### src/design/sorted_priority_queue_macros.svh
// Assertion helpers for the queue RTL. Both expect a clock named clk
// and an active-high reset named rst in scope.
`ifndef SORTED_PRIORITY_QUEUE_MACROS_SVH
`define SORTED_PRIORITY_QUEUE_MACROS_SVH

// Condition that must hold at every edge outside reset
`define SPQ_ASSERT_ALWAYS(lbl, cond, msg) \
  lbl: assert property (@(posedge clk) disable iff (rst) (cond)) else $error(msg);

// Implication checked at every edge outside reset
`define SPQ_ASSERT_IMPLY(lbl, ante, cons, msg) \
  lbl: assert property (@(posedge clk) disable iff (rst) (ante) |-> (cons)) else $error(msg);

`endif

### src/design/spq_pkg.sv
package spq_pkg;

  localparam int QUEUE_DEPTH_DEFAULT = 16;
  localparam int DATA_W              = 32;

  typedef enum logic [1:0] {
    OP_PUSH = 2'd0,
    OP_POP  = 2'd1,
    OP_PEEK = 2'd2
  } spq_op_t;

  typedef enum logic [1:0] {
    ST_OK    = 2'd0,
    ST_EMPTY = 2'd1,
    ST_FULL  = 2'd2
  } spq_status_t;

  // Contents of one cell of the row
  typedef struct packed {
    logic                     occ;
    logic signed [DATA_W-1:0] value;
    logic signed [DATA_W-1:0] prio;
  } spq_entry_t;

  // Pair travelling rightwards along the row. shift: a displaced entry that
  // drops into the next cell unconditionally.
  typedef struct packed {
    logic                     valid;
    logic                     shift;
    logic signed [DATA_W-1:0] value;
    logic signed [DATA_W-1:0] prio;
  } spq_token_t;

endpackage

### src/design/spq_channels.sv
// Request channel: one operation per beat
interface spq_req_if;
  import spq_pkg::*;
  logic                     valid;
  logic                     ready;
  logic [1:0]               operation;
  logic signed [DATA_W-1:0] item_value;
  logic signed [DATA_W-1:0] item_priority;
  modport source (output valid, output operation, output item_value,
                  output item_priority, input ready);
  modport sink   (input valid, input operation, input item_value,
                  input item_priority, output ready);
endinterface

// Response channel: one result per request
interface spq_rsp_if;
  import spq_pkg::*;
  logic                     valid;
  logic                     ready;
  logic signed [DATA_W-1:0] head_value;
  logic signed [DATA_W-1:0] head_priority;
  logic [1:0]               status;
  logic                     is_empty;
  modport source (output valid, output head_value, output head_priority,
                  output status, output is_empty, input ready);
  modport sink   (input valid, input head_value, input head_priority,
                  input status, input is_empty, output ready);
endinterface

// Mode register write channel
interface spq_cfg_if;
  logic valid;
  logic ready;
  logic order_mode;
  modport source (output valid, output order_mode, input ready);
  modport sink   (input valid, input order_mode, output ready);
endinterface

### src/design/spq_cell.sv
module spq_cell (
  input  logic                clk,
  input  logic                rst,
  input  logic                order_mode,
  input  logic                pop,
  input  spq_pkg::spq_token_t tok_in,
  input  spq_pkg::spq_entry_t right,
  output spq_pkg::spq_entry_t ent,
  output spq_pkg::spq_token_t tok_out
);
  import spq_pkg::*;

  logic                     occ, occ_next;
  logic signed [DATA_W-1:0] value, value_next;
  logic signed [DATA_W-1:0] prio, prio_next;
  spq_token_t               tok, tok_next;
  logic                     rel_ok;

  // Ordering relation between the stored priority and the arriving one
  always_comb begin
    if (order_mode) begin
      rel_ok = prio >= tok_in.prio;
    end else begin
      rel_ok = prio <= tok_in.prio;
    end
  end

  // Pop shifts left; an arriving pair either settles here or moves on
  always_comb begin
    occ_next   = occ;
    value_next = value;
    prio_next  = prio;
    tok_next   = '0;
    if (pop) begin
      occ_next   = right.occ;
      value_next = right.value;
      prio_next  = right.prio;
    end else if (tok_in.valid) begin
      if (!occ) begin
        occ_next   = 1'b1;
        value_next = tok_in.value;
        prio_next  = tok_in.prio;
      end else if (tok_in.shift || !rel_ok) begin
        value_next     = tok_in.value;
        prio_next      = tok_in.prio;
        tok_next.valid = 1'b1;
        tok_next.shift = 1'b1;
        tok_next.value = value;
        tok_next.prio  = prio;
      end else begin
        tok_next       = tok_in;
        tok_next.shift = 1'b0;
      end
    end
  end

  always_ff @(posedge clk) begin
    if (rst) begin
      occ       <= 1'b0;
      tok.valid <= 1'b0;
    end else begin
      occ       <= occ_next;
      tok.valid <= tok_next.valid;
    end
    value     <= value_next;
    prio      <= prio_next;
    tok.shift <= tok_next.shift;
    tok.value <= tok_next.value;
    tok.prio  <= tok_next.prio;
  end

  always_comb begin
    ent.occ   = occ;
    ent.value = value;
    ent.prio  = prio;
    tok_out   = tok;
  end

endmodule

### src/design/sorted_priority_queue.sv
// Sorted priority queue built as a row of QUEUE_DEPTH cells, head in cell 0.
// On pop and peek the head is read from cell 0 and, on pop, every cell takes
// its right neighbour's contents in the same cycle. A push is accepted in its
// request beat and then travels rightwards one cell per cycle until it lands;
// a travel counter, loaded with the entry count at the push beat, must run
// down before the next request is taken. Each result sits in an output
// register from the cycle after its request beat; a new request is taken only
// while that register is empty or in the cycle its result beat leaves. The mode
// register chooses the head as smallest (0) or largest (1) priority; equal
// priorities leave in arrival order. Pushes into a full queue are dropped with
// status full; pop or peek on an empty queue returns status empty and zeros.
`include "sorted_priority_queue_macros.svh"

module sorted_priority_queue #(
  parameter int QUEUE_DEPTH = spq_pkg::QUEUE_DEPTH_DEFAULT
) (
  input logic       clk,
  input logic       rst,
  spq_req_if.sink   req,
  spq_rsp_if.source rsp,
  spq_cfg_if.sink   cfg
);
  import spq_pkg::*;

  localparam int CW = $clog2(QUEUE_DEPTH + 1);

  logic              order_mode;
  logic [CW-1:0]     count, count_next;
  logic [CW-1:0]     busy_cnt, busy_cnt_next;
  logic              req_fire, full, empty;
  logic              push_go, pop_go, read_go;
  spq_token_t        tok [QUEUE_DEPTH+1];
  spq_entry_t        ent [QUEUE_DEPTH+1];

  // Mode register
  assign cfg.ready = 1'b1;
  always_ff @(posedge clk) begin
    if (rst) begin
      order_mode <= 1'b0;
    end else if (cfg.valid && cfg.ready) begin
      order_mode <= cfg.order_mode;
    end
  end

  // Request decode
  assign req.ready = (busy_cnt == '0) && (!rsp.valid || rsp.ready);
  assign req_fire  = req.valid && req.ready;
  assign full      = count == CW'(QUEUE_DEPTH);
  assign empty     = count == '0;
  assign push_go   = req_fire && (req.operation == OP_PUSH) && !full;
  assign pop_go    = req_fire && (req.operation == OP_POP) && !empty;
  assign read_go   = req_fire && !empty
                     && ((req.operation == OP_POP) || (req.operation == OP_PEEK));

  // Occupancy and push travel counter
  always_comb begin
    count_next    = count;
    busy_cnt_next = busy_cnt;
    if (push_go) begin
      count_next    = count + 1'b1;
      busy_cnt_next = count;
    end else begin
      if (pop_go) begin
        count_next = count - 1'b1;
      end
      if (busy_cnt != '0) begin
        busy_cnt_next = busy_cnt - 1'b1;
      end
    end
  end

  always_ff @(posedge clk) begin
    if (rst) begin
      count    <= '0;
      busy_cnt <= '0;
    end else begin
      count    <= count_next;
      busy_cnt <= busy_cnt_next;
    end
  end

  // New pair enters cell 0
  always_comb begin
    tok[0].valid = push_go;
    tok[0].shift = 1'b0;
    tok[0].value = req.item_value;
    tok[0].prio  = req.item_priority;
  end

  assign ent[QUEUE_DEPTH] = '0;

  // Row of cells
  for (genvar i = 0; i < QUEUE_DEPTH; i++) begin : g_cell
    spq_cell u_cell (
      .clk        (clk),
      .rst        (rst),
      .order_mode (order_mode),
      .pop        (pop_go),
      .tok_in     (tok[i]),
      .right      (ent[i+1]),
      .ent        (ent[i]),
      .tok_out    (tok[i+1])
    );
  end

  // Result register
  always_ff @(posedge clk) begin
    if (rst) begin
      rsp.valid <= 1'b0;
    end else if (req_fire) begin
      rsp.valid <= 1'b1;
    end else if (rsp.ready) begin
      rsp.valid <= 1'b0;
    end
    if (req_fire) begin
      rsp.head_value    <= read_go ? ent[0].value : '0;
      rsp.head_priority <= read_go ? ent[0].prio : '0;
      rsp.is_empty      <= count_next == '0;
      if ((req.operation == OP_PUSH) && full) begin
        rsp.status <= ST_FULL;
      end else if (((req.operation == OP_POP) || (req.operation == OP_PEEK)) && empty) begin
        rsp.status <= ST_EMPTY;
      end else begin
        rsp.status <= ST_OK;
      end
    end
  end

  // Checks
  `SPQ_ASSERT_ALWAYS(a_no_spill, !tok[QUEUE_DEPTH].valid, "pair ran off the end of the row")
  `SPQ_ASSERT_ALWAYS(a_head_occ, (count != '0) == ent[0].occ, "head cell disagrees with count")
  `SPQ_ASSERT_IMPLY(a_tail_occ, busy_cnt == '0, ent[QUEUE_DEPTH-1].occ == full, "bad tail cell")

endmodule

### src/flat_wrapper.sv
// flat-port wrapper written by rule: the top's interface ports become plain ports
module sorted_priority_queue_flat import spq_pkg::*;
#(
  parameter int QUEUE_DEPTH = spq_pkg::QUEUE_DEPTH_DEFAULT
)
  (clk, rst, req_valid, req_operation, req_item_value, req_item_priority, req_ready, rsp_valid, rsp_head_value, rsp_head_priority, rsp_status, rsp_is_empty, rsp_ready, cfg_valid, cfg_order_mode, cfg_ready);
  spq_req_if req_i ();
  spq_rsp_if rsp_i ();
  spq_cfg_if cfg_i ();
  input logic clk;
  input logic rst;
  input wire logic [$bits(req_i.valid)-1:0] req_valid;
  input wire logic [$bits(req_i.operation)-1:0] req_operation;
  input wire logic [$bits(req_i.item_value)-1:0] req_item_value;
  input wire logic [$bits(req_i.item_priority)-1:0] req_item_priority;
  output wire logic [$bits(req_i.ready)-1:0] req_ready;
  output wire logic [$bits(rsp_i.valid)-1:0] rsp_valid;
  output wire logic [$bits(rsp_i.head_value)-1:0] rsp_head_value;
  output wire logic [$bits(rsp_i.head_priority)-1:0] rsp_head_priority;
  output wire logic [$bits(rsp_i.status)-1:0] rsp_status;
  output wire logic [$bits(rsp_i.is_empty)-1:0] rsp_is_empty;
  input wire logic [$bits(rsp_i.ready)-1:0] rsp_ready;
  input wire logic [$bits(cfg_i.valid)-1:0] cfg_valid;
  input wire logic [$bits(cfg_i.order_mode)-1:0] cfg_order_mode;
  output wire logic [$bits(cfg_i.ready)-1:0] cfg_ready;
  assign req_i.valid = req_valid;
  assign req_i.operation = req_operation;
  assign req_i.item_value = req_item_value;
  assign req_i.item_priority = req_item_priority;
  assign req_ready = req_i.ready;
  assign rsp_valid = rsp_i.valid;
  assign rsp_head_value = rsp_i.head_value;
  assign rsp_head_priority = rsp_i.head_priority;
  assign rsp_status = rsp_i.status;
  assign rsp_is_empty = rsp_i.is_empty;
  assign rsp_i.ready = rsp_ready;
  assign cfg_i.valid = cfg_valid;
  assign cfg_i.order_mode = cfg_order_mode;
  assign cfg_ready = cfg_i.ready;
  sorted_priority_queue #(.QUEUE_DEPTH(QUEUE_DEPTH)) u_core (.clk(clk), .rst(rst), .req(req_i), .rsp(rsp_i), .cfg(cfg_i));
endmodule
### config.mk
export PLATFORM = sky130hd
export DESIGN_NAME = sorted_priority_queue_flat
export DESIGN_NICKNAME = d
export VERILOG_FILES = /design/src/design/spq_pkg.sv /design/src/design/spq_channels.sv /design/src/design/spq_cell.sv /design/src/design/sorted_priority_queue.sv /design/src/flat_wrapper.sv
export VERILOG_INCLUDE_DIRS = /design/src /design/src/design
export SDC_FILE = /design/constraint.sdc
export NUM_CORES = 2
export LEC_CHECK = 0
export BUFFER_PORTS_ARGS = -buffer_cell sky130_fd_sc_hd__buf_4
export CORE_ASPECT_RATIO = 2
export CORE_MARGIN = 10
export CORE_UTILIZATION = 60
export DETAILED_ROUTE_END_ITERATION = 16
export MAX_ROUTING_LAYER = met4
export PLACE_DENSITY_LB_ADDON = 0.3
export REMOVE_ABC_BUFFERS = 1
export SYNTH_ARGS = -nofsm -noshare
export SYNTH_HDL_FRONTEND = slang
export SYNTH_SLANG_ARGS = --single-unit
### constraint.sdc
create_clock -name clk -period 17 [get_ports clk]
set_clock_uncertainty 0.05 [all_clocks]
set_input_delay 0.85 -clock clk [delete_from_list [all_inputs] [get_ports clk]]
set_output_delay 0.85 -clock clk [all_outputs]
set_load 0.01 [all_outputs]
; ---- After elaboration in Yosys (flattened, before gate mapping)
; Cells that the tools add are included.
[totals]
regBits = 2109
in_bits = 72
out_inout_bits = 70
word_cells = 506
[classes]
n_addsub = 3
n_lt_le_gt_ge = 32
eq_ne = 19
mux = 192
n_bitwise = 30
reduce_logical = 114
[op_table]
columns = op, count
row1 = 2-to-1 mux 32 bit, 124
row2 = 2-to-1 mux 65 bit, 15
row3 = greater-or-equal comparator 32 bit, 16
row4 = <= comparator 32 bit, 16
row5 = OR reduction 4 bit, 15
row6 = 2-to-1 mux 1 bit, 49
row7 = OR reduction 3 bit, 15
row8 = inequality test 3 x 1 -> 1 bit (second input constant), 14
row9 = nonzero test 2 bit, 17
row10 = AND reduction 2 bit, 16
row11 = NOT 1 bit, 30
row12 = 2-to-1 mux 5 bit, 4
row13 = zero test 1 bit, 18
row14 = logical OR 1 bit, 17
row15 = zero test 5 bit, 3
row16 = logical AND 1 bit, 10
row17 = subtractor 5 x 1 -> 5 bit (second input constant), 2
row18 = adder 5 x 1 -> 5 bit (second input constant), 1
row19 = == test 5 bit (second input constant), 1
row20 = nonzero test 5 bit, 1
row21 = inequality test 3 bit (second input constant), 1
row22 = == test 2 x 1 -> 1 bit (second input constant), 1
row23 = == test 2 bit (second input constant), 1
row24 = zero test 2 bit, 1
row25 = other kinds (2), 2

; ---- Logic depth before layout (Yosys ltp)
[logic_depth]
ltp_word = 9
mapped_depth = 13
mapped_depth_nobuf = 9

; ---- Hierarchy
; From an unflattened synthesis, not the netlist that was laid out.
[hier_totals]
cells_unflattened = 9674
area_unflattened_um2 = 100991.9
[by_module_without_submodules]
columns = module, n_inst, cells_each, area_per_inst_um2, seq_area_each_um2
row1 = spq_cell at u_core.g_cell[0].u_cell ..., 12, 589, 6100.9, 3263.1
row2 = spq_cell at u_core.g_cell[6].u_cell ..., 4, 589, 6107.1, 3263.1
row3 = sorted_priority_queue, 1, 250, 3353.2, 2252.2

; ---- Worst setup path before layout
; No wires, ideal clock.
[synth_timing]
path_type = input port to flip-flop
from = input port rsp_ready
to = register u_core.g_cell[10].u_cell.prio[0], enable pin
setup_ns = 0.524
arrival_ns = 6.153
required_ns = 16.426
setup_slack_ns = 10.273
cell_stages = 9
n_path_buf = 5
cell_sequence = nand2b_1 -> and3_1 -> buf_4 -> nand3_4 -> buf_2 -> buf_2 -> clkbuf_1 -> clkbuf_1 -> a31oi_1
[synth_via]
elab_chain_cells = 7
word_cells_on_any_way = 8
classes_between = 1 x eq/ne / 7 x reduce/logical
[synth_lines]
columns = item, line_no
row1 = "start, declared", flat_wrapper.sv:22  ; input wire logic [$bits(rsp_i.ready)-1:0] rsp_ready;
row2 = logical OR 1 bit (*), sorted_priority_queue.sv:46  ; assign req.ready = (busy_cnt == '0) && (!rsp.valid || rsp.ready);
row3 = logical AND 1 bit (*), sorted_priority_queue.sv:46
row4 = logical AND 1 bit (*), sorted_priority_queue.sv:47  ; assign req_fire = req.valid && req.ready;
row5 = named net u_core.req_fire, sorted_priority_queue.sv:30  ; logic req_fire, full, empty;
row6 = logical AND 1 bit (*) (2 in series), sorted_priority_queue.sv:51  ; assign pop_go = req_fire && (req.operation == OP_POP) && !empty;
row7 = inequality test 3 x 1 -> 1 bit (no line) or nonzero test 2 bit (tied branches), n/a
row8 = AND reduction 2 bit (no line) (*), n/a
row9 = "end signal, assigned", spq_cell.sv:66  ; prio <= prio_next;
row10 = "end, declared", spq_cell.sv:15  ; logic signed [DATA_W-1:0] prio, prio_next;
; The timed path passes the listed nets; every way through them passes the cells marked *.
; A chain may end at the register's enable or synchronous reset.

; ---- Worst setup path in the final report
[layout_timing]
from = register u_core.busy_cnt[0]
to = register u_core.g_cell[10].u_cell.prio[6], data pin
[layout_via]
elab_chain_cells = 6
[layout_lines]
columns = item, line_no
row1 = "start, declared", sorted_priority_queue.sv:29  ; logic [CW-1:0] busy_cnt, busy_cnt_next;
row2 = "start signal, assigned", sorted_priority_queue.sv:78  ; busy_cnt <= busy_cnt_next;
row3 = zero test 5 bit, sorted_priority_queue.sv:46
row4 = logical AND 1 bit, sorted_priority_queue.sv:46
row5 = logical AND 1 bit, sorted_priority_queue.sv:47
row6 = logical AND 1 bit (2 in series), sorted_priority_queue.sv:51
row7 = 2-to-1 mux 32 bit, spq_cell.sv:34  ; if (pop) begin
row8 = named net u_core.g_cell[10].u_cell.prio_next[6], spq_cell.sv:15
; The timed path passes the listed nets, and every way through them passes these cells.

==> metrics.yaml <==
gr-total-overflow: 0
fp.dieW_um: 309
drc: 0
max_clock_freq_mhz: 151
rows: 212
wl_per_cell_um: 18.6
numPortBuffers: 140
syn2layout_area_growth_pct: 7.98
cts_resized: 0
cap_viol_max_count: 0
clockRootBuffer: "clkbuf_16"
hold_path_class: "in -> reg"
holdBufCountCts: 0
syn_area_um2: 100000
crit_path_max_fanout: 103
critPathKind: "reg -> reg"
ys_seq_elements: 2109
relSlewSlack_pct: 22.6
die_y_um: 598
num-nets-final: 11000
r2r_cells: 11
required_ns: 17.48
netlist_instances: 10800
holdPathStages: 3
synth.distinct_cells: 66
synth_edf_count: 1027
dieArea_um2: 185000
antenna_found_initial: 1
rsz0062_at_grt: "false"
yosysSeqAreaShare_pct: 52.5
worstPathArrival_ns: 7.09
finalHoldViolations: 0
synthMuxAreaShare_pct: 5.47
dpl.hpwl_mm: 161
tightestPinTransition_ns: 1.16
synthFlopType: "dfxtp_1"
drtIter0Drc: 6412
cts.sinks: 2109
hold_end: "u_core.g_cell[0].u_cell.value[2]$_DFFE_PP_"
fin_tns_setup_ns: 0
reg2reg_from: "u_core.busy_cnt[0]$_SDFFE_PP0P_"
synthTopCellsByArea: "edfxtp_1 (31%), dfxtp_1 (22%), nand2_1 (12%)"
synth-simple-area-share_pct: 18.6
clockBufferDepth: 4
synthXorXnorAreaFrac_pct: 0.193
cp_slowest_cell: "buf_4"
insertion_delay_ns: 0.83
dr_total_vias: 75600
grt_pass1_vias: 76400
p_per_area_nw_per_um2: 97.1
htreeDepth: 4
worstHoldStart: "req_item_value[2]"
place_inst: 12400
r2r_end: "u_core.g_cell[10].u_cell.prio[6]$_DFFE_PP_"
worst_path_largest_cell_delay_ns: 0.88
cellLeakagePower_nw: 40.0
cp-end-kind: "flip-flop"
viasPerCell: 5.95
synth_top_cell_area_share_pct: 30.8
postCtsSetupBuffers: 0
holdWs_ns: 0.227
grt_max_degree: 246
drv_slew: 0
synth_most_common_cell: "nand2_1"
min_period_over_period_pct: 38.9
path_common_cell: "buf_4"
ios: 142
start_util_pct: 60.2
ys_warn_count: 0
status: "complete, no violations"
setup_viol: 0
final.min_clock_period_ns: 6.61
synth_compound_gate_area_share_pct: 11.3
ant_nets: 0
clk_pin_slew_ns: 0.07
vdd_ir_drop_max_uv: 114
synth_top_family_by_area: "simple AND/OR/NAND/NOR gates"
drive_gt1_share_pct: 5.79
finalWeightedCongestion: 0.924
drt_first_pass_iters: 8
fin_cells: 12700
avgSynthCellArea_um2: 9.29
start_kind: "flip-flop"
coreArea_um2: 166000
cts_tree: "built"
grt_pass1_wl_mm: 387
cp_cell_sequence: "inv_1 > ha_1 > nor4b_4 > and3_4 > and3_4 > buf_4 > buf_4 > buf_4 > buf_4 > buf_4 > o21ai_0"
synthArstFlopShare_pct: 0
yosys-top-cells-count: "nand2_1 (3218), dfxtp_1 (1082), edfxtp_1 (1027), o21ai_0 (690), a21oi_1 (614)"
cts_made_buffers: 191
synthAdderAreaFrac_pct: 6.46
track_usage_pct: 25.5
rrSetupSlack_ns: 10.39
finalWirelength_mm: 236
yosysTopAreaCell: "edfxtp_1"
[logic make-up (layout without fill, tap and decap cells)]
family,count (synthesis),count (layout)
and+or+nand+nor,4336,4336
DFF,2109,2109
xor gates and xnor gates,22,22
buffers and inverters,1328,1129
adders and majority gates,517,517
other,1,2
muxes,547,547
AOI/OAI and AO/OA,1918,1918
[routing by layer]
| layer | routed length [µm] | GRT usage [%] |
|---|---|---|
| met1 | 93900 | 28.8 |
| met2 | 124000 | 45.9 |
| met3 | 9660 | 2.22 |
| met4 | 8530 | 10.6 |
| met5 | 0 | - |
[cells in the final DEF, fill, tap and decap left out, types with 25 or more instances in the layout]
cell / n
nand2_1: 3217
dfxtp_1: 1081
edfxtp_1: 1027
o21ai_0: 690
a21oi_1: 609
mux2i_1: 547
inv_1: 538
ha_1: 517
nand4_1: 438
o31ai_1: 328
buf_4: 241
nand3_1: 209
clkbuf_16: 193
nor2_1: 104
nor3_1: 98
or4_1: 71
and2_1: 66
a32oi_1: 65
clkbuf_1: 44
and3_1: 40
a211o_1: 32
clkinv_2: 26
a21boi_0: 25
[critical path, delay by kind of cell, from the launching register on]
kind	cells	cell delay, ns
flops	1	0.33
compound gates	1	0.21
simple gates	3	1.36
fa+ha+maj	1	0.20
buf+inv	6	3.93
[area by class of cell]
class | instances | area (µm²)
Antenna cell | 1 | 2.50
Clock buffer | 259 | 5300
Clock inverter | 86 | 1050
Fill cell | 13300 | 58300
Inverter | 538 | 2020
Multi-Input combinational cell | 7341 | 42600
Sequential cell | 2109 | 52500
Tap cell | 2140 | 2680
Timing Repair Buffer | 246 | 1910
[per-stage QoR]
stage	power (W)	area, µm²	util, %	setup WS [ns]
after global placement	0.00611	102000	61.2	10.64
after CTS	0.0106	108000	65.0	10.54
after detailed placement	0.00612	102000	61.2	10.49
after floorplan	0.00594	96600	-	-14.11
final	0.0105	108000	65.0	10.39
after global routing	0.0108	108000	65.0	9.90
[worst max-delay path by stage]
stage	from	to	slack (ns)	depth (start not counted)
final	u_core.busy_cnt[0]$_SDFFE_PP0P_	u_core.g_cell[10].u_cell.prio[6]$_DFFE_PP_	10.39	11
after global routing	u_core.busy_cnt[0]$_SDFFE_PP0P_	u_core.g_cell[9].u_cell.prio[10]$_DFFE_PP_	9.90	11
after floorplan	rsp_ready	u_core.g_cell[0].u_cell.prio[0]$_DFFE_PP_	-14.11	5
after detailed placement	req_operation[1]	u_core.g_cell[8].u_cell.prio[11]$_DFFE_PP_	10.49	10
after CTS	u_core.busy_cnt[0]$_SDFFE_PP0P_	u_core.g_cell[10].u_cell.prio[6]$_DFFE_PP_	10.54	11
after global placement	req_operation[1]	u_core.g_cell[8].u_cell.prio[11]$_DFFE_PP_	10.64	10
[registers in the layout (all words and copies together) (netlist names)]
register                      count
u_core.count                      5
u_core.g_cell.u_cell.value      512
u_core.g_cell.u_cell.tok_out    990
u_core.order_mode                 1
u_core.g_cell.u_cell.prio       512
u_core.rsp.is_empty               1
u_core.rsp.head_value            32
u_core.rsp.head_priority         32
u_core.busy_cnt                   5
u_core.rsp.status                 2
u_core.rsp.valid                  1
u_core.g_cell.u_cell.occ         16
[power breakdown]
| group | switching [W] | leakage, nW | internal (W) |
|---|---|---|---|
| clock network | 0.00194 | 3.10 | 0.00254 |
| registers | 0.0000505 | 18.3 | 0.00540 |
| logic | 0.000369 | 18.7 | 0.000198 |
No activity file was read; power rests on OpenSTA's default activity.
